$ cat src/rtl/core/assd_pkg.sv
`timescale 1ns / 1ps
`default_nettype none
package assd_pkg;

    localparam int unsigned CFG_IDX_W = 3;

    localparam logic [15:0] POLL_PERIOD_RST = 16'd50;
    localparam logic [15:0] COOLDOWN_RST    = 16'd800;
    localparam logic [31:0] THRESHOLD_RST   = 32'd157000000;
    localparam logic [7:0]  COUNT_NEED_RST  = 8'd3;
    localparam logic [7:0]  NUM_SCREENS_RST = 8'd4;

    typedef enum logic [CFG_IDX_W-1:0] {
        CFG_POLL_PERIOD = 3'd0,
        CFG_COOLDOWN    = 3'd1,
        CFG_THRESHOLD   = 3'd2,
        CFG_COUNT_NEED  = 3'd3,
        CFG_NUM_SCREENS = 3'd4
    } t_cfg_idx;

    typedef struct packed {
        logic [15:0] poll_period_ms;
        logic [15:0] cooldown_ms;
        logic [31:0] threshold_sq;
        logic [7:0]  count_needed;
        logic [7:0]  num_screens;
    } t_cfg;

    typedef struct packed {
        logic [7:0]  shake_count;
        logic        quiet_toggle;
        logic [31:0] last_poll_time;
        logic [31:0] last_advance_time;
        logic [7:0]  screen;
    } t_state;

endpackage
`default_nettype wire

$ cat src/rtl/core/assd_step.sv
`timescale 1ns / 1ps
`default_nettype none
module assd_step
    import assd_pkg::*;
(
    input  wire t_cfg        i_cfg,
    input  wire t_state      i_state,
    input  wire logic [31:0] i_now_ms,
    input  wire logic        i_sensor_ok,
    input  wire logic        i_strong,
    output t_state           o_state,
    output logic             o_advanced
);

    logic [31:0] poll_diff;
    logic [31:0] adv_diff;
    logic        take;
    logic        in_cooldown;
    logic [7:0]  cnt_inc;
    logic [8:0]  scr_next;

    always_comb begin
        poll_diff   = i_now_ms - i_state.last_poll_time;
        adv_diff    = i_now_ms - i_state.last_advance_time;
        take        = i_sensor_ok && (poll_diff >= {16'd0, i_cfg.poll_period_ms});
        in_cooldown = adv_diff < {16'd0, i_cfg.cooldown_ms};
        cnt_inc     = (i_state.shake_count == 8'hFF) ? 8'hFF : i_state.shake_count + 8'd1;
        scr_next    = {1'b0, i_state.screen} + 9'd1;

        o_state    = i_state;
        o_advanced = 1'b0;
        if (take) begin
            o_state.last_poll_time = i_now_ms;
            if (in_cooldown) begin
                o_state.shake_count = 8'd0;
            end else if (i_strong) begin
                o_state.shake_count = cnt_inc;
                if (cnt_inc >= i_cfg.count_needed) begin
                    // wrap also catches an index left above a lowered screen count
                    o_state.screen = (scr_next >= {1'b0, i_cfg.num_screens}) ?
                                     8'd0 : scr_next[7:0];
                    o_state.last_advance_time = i_now_ms;
                    o_state.shake_count       = 8'd0;
                    o_advanced                = 1'b1;
                end
            end else if (i_state.quiet_toggle) begin
                o_state.quiet_toggle = 1'b0;
                if (i_state.shake_count != 8'd0) begin
                    o_state.shake_count = i_state.shake_count - 8'd1;
                end
            end else begin
                o_state.quiet_toggle = 1'b1;
            end
        end
    end

endmodule
`default_nettype wire

$ cat src/rtl/core/accel_shake_screen_advance_core.sv
`timescale 1ns / 1ps
`default_nettype none
// Throughput: one item per cycle while the output is not stalled by i_out_ready; input register,
// square stage, sum/compare stage, then the state update loop, which is combinational from
// r_state back to r_state; its result is registered into the output register.
// Reset: i_rst_n synchronous, active low; clears stage valids, detector state,
// and loads the configuration registers with their defaults.
module accel_shake_screen_advance_core
    import assd_pkg::*;
(
    input  wire logic                 i_clk,
    input  wire logic                 i_rst_n,

    input  wire logic                 i_cfg_valid,
    output logic                      o_cfg_ready,
    input  wire logic [CFG_IDX_W-1:0] i_cfg_index,
    input  wire logic [31:0]          i_cfg_data,

    input  wire logic                 i_in_valid,
    output logic                      o_in_ready,
    input  wire logic [31:0]          i_now_ms,
    input  wire logic                 i_sensor_ok,
    input  wire logic signed [15:0]   i_accel_x,
    input  wire logic signed [15:0]   i_accel_y,
    input  wire logic signed [15:0]   i_accel_z,

    output logic                      o_out_valid,
    input  wire logic                 i_out_ready,
    output logic [7:0]                o_screen_index,
    output logic                      o_advanced
);

    function automatic logic [15:0] f_abs16(input logic [15:0] v);
        f_abs16 = v[15] ? (~v + 16'd1) : v;
    endfunction

    t_cfg        r_cfg;
    t_state      r_state;
    t_state      n_state;
    logic        n_adv;

    logic        r_v1, r_v2, r_v3, r_out_valid;
    logic [31:0] r_now1, r_now2, r_now3;
    logic        r_ok1, r_ok2, r_ok3;
    logic [15:0] r_ax, r_ay, r_az;
    logic [31:0] r_sqx, r_sqy, r_sqz;
    logic        r_strong;
    logic [7:0]  r_screen_out;
    logic        r_adv_out;

    logic        rdy_o, rdy3, rdy2, rdy1;
    logic        move3;
    logic [31:0] mag_sq;

    assign rdy_o = !r_out_valid || i_out_ready;
    assign rdy3  = !r_v3 || rdy_o;
    assign rdy2  = !r_v2 || rdy3;
    assign rdy1  = !r_v1 || rdy2;
    assign move3 = r_v3 && rdy_o;

    assign o_in_ready     = rdy1;
    assign o_cfg_ready    = 1'b1;
    assign o_out_valid    = r_out_valid;
    assign o_screen_index = r_screen_out;
    assign o_advanced     = r_adv_out;

    // squares are at most 2^30 each, so the sum fits in 32 bits
    assign mag_sq = r_sqx + r_sqy + r_sqz;

    assd_step u_step (
        .i_cfg       (r_cfg),
        .i_state     (r_state),
        .i_now_ms    (r_now3),
        .i_sensor_ok (r_ok3),
        .i_strong    (r_strong),
        .o_state     (n_state),
        .o_advanced  (n_adv)
    );

    always_ff @(posedge i_clk) begin
        if (!i_rst_n) begin
            r_cfg.poll_period_ms <= POLL_PERIOD_RST;
            r_cfg.cooldown_ms    <= COOLDOWN_RST;
            r_cfg.threshold_sq   <= THRESHOLD_RST;
            r_cfg.count_needed   <= COUNT_NEED_RST;
            r_cfg.num_screens    <= NUM_SCREENS_RST;
        end else if (i_cfg_valid) begin
            unique case (t_cfg_idx'(i_cfg_index))
                CFG_POLL_PERIOD: r_cfg.poll_period_ms <= i_cfg_data[15:0];
                CFG_COOLDOWN:    r_cfg.cooldown_ms    <= i_cfg_data[15:0];
                CFG_THRESHOLD:   r_cfg.threshold_sq   <= i_cfg_data;
                CFG_COUNT_NEED:  r_cfg.count_needed   <= i_cfg_data[7:0];
                CFG_NUM_SCREENS: r_cfg.num_screens    <= i_cfg_data[7:0];
                default: ;
            endcase
        end
    end

    always_ff @(posedge i_clk) begin
        if (!i_rst_n) begin
            r_v1        <= 1'b0;
            r_v2        <= 1'b0;
            r_v3        <= 1'b0;
            r_out_valid <= 1'b0;
            r_state     <= '0;
        end else begin
            if (rdy1) begin
                r_v1 <= i_in_valid;
            end
            if (rdy2) begin
                r_v2 <= r_v1;
            end
            if (rdy3) begin
                r_v3 <= r_v2;
            end
            if (rdy_o) begin
                r_out_valid <= r_v3;
            end
            if (move3) begin
                r_state <= n_state;
            end
        end
    end

    always_ff @(posedge i_clk) begin
        if (rdy1 && i_in_valid) begin
            r_now1 <= i_now_ms;
            r_ok1  <= i_sensor_ok;
            r_ax   <= f_abs16(i_accel_x);
            r_ay   <= f_abs16(i_accel_y);
            r_az   <= f_abs16(i_accel_z);
        end
        if (rdy2 && r_v1) begin
            r_now2 <= r_now1;
            r_ok2  <= r_ok1;
            r_sqx  <= 32'(r_ax) * 32'(r_ax);
            r_sqy  <= 32'(r_ay) * 32'(r_ay);
            r_sqz  <= 32'(r_az) * 32'(r_az);
        end
        if (rdy3 && r_v2) begin
            r_now3   <= r_now2;
            r_ok3    <= r_ok2;
            r_strong <= mag_sq > r_cfg.threshold_sq;
        end
        if (move3) begin
            r_screen_out <= n_state.screen;
            r_adv_out    <= n_adv;
        end
    end

`ifndef SYNTH
    // an advance always leaves the shake count cleared
    assert property (@(posedge i_clk) disable iff (!i_rst_n)
        (move3 && n_adv) |=> (r_state.shake_count == 8'd0))
        else $error("shake count not cleared after advance");

    // a stalled result freezes the detector state
    assert property (@(posedge i_clk) disable iff (!i_rst_n)
        (r_out_valid && !i_out_ready) |=> $stable(r_state))
        else $error("state moved while result stalled");

    // the new index stays within the screen count
    assert property (@(posedge i_clk) disable iff (!i_rst_n)
        (move3 && n_adv) |=>
            (r_state.screen == 8'd0 || r_state.screen < r_cfg.num_screens))
        else $error("screen index out of range after advance");

    // the shown index tracks the state it was taken from
    assert property (@(posedge i_clk) disable iff (!i_rst_n)
        move3 |=> (r_screen_out == r_state.screen))
        else $error("result index differs from state");
`endif

endmodule
`default_nettype wire
$ cat config.mk
export PLATFORM = sky130hd
export DESIGN_NAME = accel_shake_screen_advance_core
export DESIGN_NICKNAME = d
export VERILOG_FILES = /design/src/rtl/core/assd_pkg.sv /design/src/rtl/core/assd_step.sv /design/src/rtl/core/accel_shake_screen_advance_core.sv
export SDC_FILE = /design/constraint.sdc
export NUM_CORES = 2
export LEC_CHECK = 0
export ABC_AREA = 1
export BUFFER_PORTS_ARGS = -buffer_cell sky130_fd_sc_hd__buf_4
export CORE_MARGIN = 10
export CORE_UTILIZATION = 40
export CTS_BUF_LIST = sky130_fd_sc_hd__clkbuf_8
export CTS_CLUSTER_DIAMETER = 30
export DETAILED_ROUTE_END_ITERATION = 7
export SYNTH_ARGS = -nofsm -noshare
export SYNTH_HDL_FRONTEND = slang
export SYNTH_SLANG_ARGS = --single-unit
export TNS_END_PERCENT = 50
$ cat constraint.sdc
create_clock -name i_clk -period 12.55 [get_ports i_clk]
set_input_delay 0.6275 -clock i_clk [delete_from_list [all_inputs] [get_ports i_clk]]
set_output_delay 0.6275 -clock i_clk [all_outputs]
set_load 0.1 [all_outputs]
==> flow_metrics.env <==
export IMPL_gp_congestion=0.9305
export IMPL_drive_gt1_frac=0.05895
export IMPL_synth_top_area_share=0.2243
export IMPL_max_cap_violations=0
export IMPL_grt_pass1_vias=37310
export IMPL_clk_insertion_delay_late_ns=0.79
export IMPL_cts_tree="yes"
export IMPL_fin_crit_ns=6.723
export IMPL_synth_commonest_cells="1429 x inv_1, 1321 x nand2_1, 518 x fa_1"
export IMPL_viasPerCell=4.784
export IMPL_final_util=0.4510
export IMPL_status="completed"
export IMPL_crit_type="flip-flop to flip-flop"
export IMPL_finalHoldViolations=0
export IMPL_ctsHtreeMaxLevel=3
export IMPL_dr_pass1_iters=8
export IMPL_synth_cell_area_um2=46230
export IMPL_synth_seq_cells=415
export IMPL_yosysSeqAreaShare=0.2339
export IMPL_cp_slowest_stage_delay_ns=0.75
export IMPL_nets=7010
export IMPL_fmax_ghz=0.1488
export IMPL_post_synth_top_area_cell="fa_1"
export IMPL_holdPathEnd="r_now1[1]"
export IMPL_required_ns=13.05
export IMPL_root_buffer="clkbuf_8"
export IMPL_worst_pin_slew_ns=1.195
export IMPL_crit_start="r_az[8]"
export IMPL_async_flop_share=0
export IMPL_setup_viol_count_final=0
export IMPL_ff2ff_path_depth=24
export IMPL_rsz0062_at_grt="false"
export IMPL_holdWs_ns=0.1011
export IMPL_rr_endpoint="r_sqz[26]"
export IMPL_regArea_um2=10810
export IMPL_antenna_found_initial=3
export IMPL_cp_start_kind="flip-flop"
export IMPL_arrival_ns=7.22
export IMPL_synth_distinct_cells=54
export IMPL_overflow=0
export IMPL_ant_nets=0
export IMPL_crit_top_cell="inv_1"
export IMPL_wl_um=115200
export IMPL_path_max_fanout=17
export IMPL_floorplan_rows=124
export IMPL_synth_edf_count=250
export IMPL_hp_class="input port to flip-flop"
export IMPL_synthCells=5760
export IMPL_reg2reg_slack_ns=5.83
export IMPL_filler_cell_count=11460
export IMPL_synth_most_common_cell="inv_1"
export IMPL_wl_per_cell_um=15.36
export IMPL_timing_slew_headroom=0.2025
export IMPL_grt_first_pass_wirelength_um=188700
export IMPL_initial_core_util=0.4037
export IMPL_vias=35890
export IMPL_syn2layout_area_growth_pct=11.71
export IMPL_post_route_drc_count=0
export IMPL_cts_inserted_buffers=106
export IMPL_min_from="i_now_ms[1]"
export IMPL_crit_path_end_kind="flip-flop"
export IMPL_multi_input_area_um2=29440
export IMPL_r2r_start="r_az[8]"
export IMPL_numPortBuffers=131
export IMPL_die_w_um=359.9
export IMPL_synth_area_leaders="fa_1 22%, edfxtp_1 16%, ha_1 13%, inv_1 12%, nand2_1 11%"
export IMPL_core_area_um2=114500
export IMPL_grt_start_max_net_pins=85
export IMPL_drv_slew=0
export IMPL_clockBufferDepth=3
export IMPL_finClkSkew_ns=0.05563
export IMPL_synth_warning_count=0
export IMPL_dp_hpwl_um=94250
export IMPL_cts_sinks=415
export IMPL_period_share=0.5357
export IMPL_synthesis_nets=6875
export IMPL_holdPathStages=1
export IMPL_crit_chain="nand2_1 -> inv_1 -> fa_1 -> inv_1 -> fa_1 -> inv_1 -> fa_1 -> inv_1 -> fa_1 -> inv_1 -> fa_1 -> inv_1 -> fa_1 -> inv_1 -> ha_1 -> a21oi_1 -> o21ai_0 -> a21oi_1 -> o21ai_0 -> a21oi_1 -> o21ai_0 -> nand2_1 -> nand2_1 -> xor2_1"
export IMPL_clk_pin_slew_worst_paths_ns=0.05
export IMPL_postCtsSetupRepairBufs=0
export IMPL_die_y_um=359.9
export IMPL_die_area_um2=129600
export IMPL_avgSynthCellArea_um2=8.025
export IMPL_ios=133
export IMPL_cp_slowest_cell="edfxtp_1"
export IMPL_synth_main_ff_cell="edfxtp_1"
export IMPL_drtIter0Drc=1774
export IMPL_grt_use_total=0.1784
export IMPL_setup_tns_ns=0
==> kinds of logic (layout without fill, tap and decap cells) <==
group | Yosys count | in the layout | synth area share
flip-flops | 415 | 415 | 0.2339
buffers and inverters | 1579 | 1807 | 0.1295
other | 2 | 4 | 0.0001625
adder cells (fa/ha/maj) | 994 | 994 | 0.3532
AO/OA/AOI/OAI | 603 | 603 | 0.07124
AND/OR/NAND/NOR | 1949 | 1949 | 0.1707
XOR/XNOR | 218 | 218 | 0.04130
==> layer usage <==
metal,up-vias,wire [um],global-route usage
li1,17930,-,-
met1,17180,49390,0.2186
met2,610,58020,0.3212
met3,177,4334,0.02481
met4,0,3460,0.05554
met5,-,0,0
==> stage by stage <==
step | setup slack, ns | area [um2] | cells
2_1_floorplan | 6.550 | 46230 | 5760
3_3_place_gp | 6.037 | 48560 | 7264
3_5_place_dp | 5.903 | 48560 | 7264
4_1_cts | 5.899 | 51630 | 7500
5_1_grt | 5.445 | 51640 | 7502
6_report | 5.827 | 51640 | 7502
==> what timing repair did <==
action                                 CTS  global route
endpoints found under the hold margin   35             0
resized for setup                        0             0
hold buffers                            35             0
==> worst max path at each step <==
stage                     slack [ns]         to  cells after the start
after CTS                       5.90  r_sqz[26]                     24
final                           5.83  r_sqz[26]                     24
after detailed placement        5.90  r_sqz[26]                     24
after global placement          6.04  r_sqz[26]                     24
after global routing            5.45  r_sqx[28]                     26
after floorplan                 6.55  r_sqx[28]                     28
==> worst max-delay path, delay by kind of cell (launching register included) <==
kind / cells / cell delay [ns]
adders and majority gates: 7 / 3.42
AOI/OAI and AO/OA: 6 / 1.34
DFF: 1 / 0.75
and+or+nand+nor: 3 / 0.41
buffers and inverters: 7 / 0.40
xor gates and xnor gates: 1 / 0.14
==> sequential cells by signal, summed over array words and instances (netlist names), 8 cells and up <==
signal and flops:
r_az 16, r_now1 32, r_sqy 31, r_sqx 31, r_sqz 31, r_ax 16
r_now2 32, r_cfg 80, r_ay 16, r_state 81, o_screen_index 8, r_now3 32
==> placed cells by master, fill, tap and decap left out, types with 15 or more instances in the layout <==
cell type and instances:
inv_1 1447, nand2_1 1321, fa_1 518, ha_1 476
nor2_1 335, a21oi_1 322, edfxtp_1 250, dfxtp_1 165
xor2_1 155, o21ai_0 152, nand3_1 142, buf_4 139
clkbuf_8 115, xnor2_1 63, nor3_1 47, nand4_1 40
dlygate4sd3_1 35, bufinv_16 24, o211ai_1 23, o21ai_1 23
nor4_1 16, clkinv_2 15
==> cell type report <==
type	instances	share of cell area
well taps	1512	0.03664
flip-flops and latches	415	0.2094
inverters	1432	0.1041
multi-input cells	3766	0.5701
diodes	2	0.00009692
clock buffers	115	0.03065
clock inverters	86	0.02198
repair buffers	174	0.02699
Power is left out: the tool's default activity adds up to more than one toggle a clock period on the data nets, which glitch-free logic cannot reach.
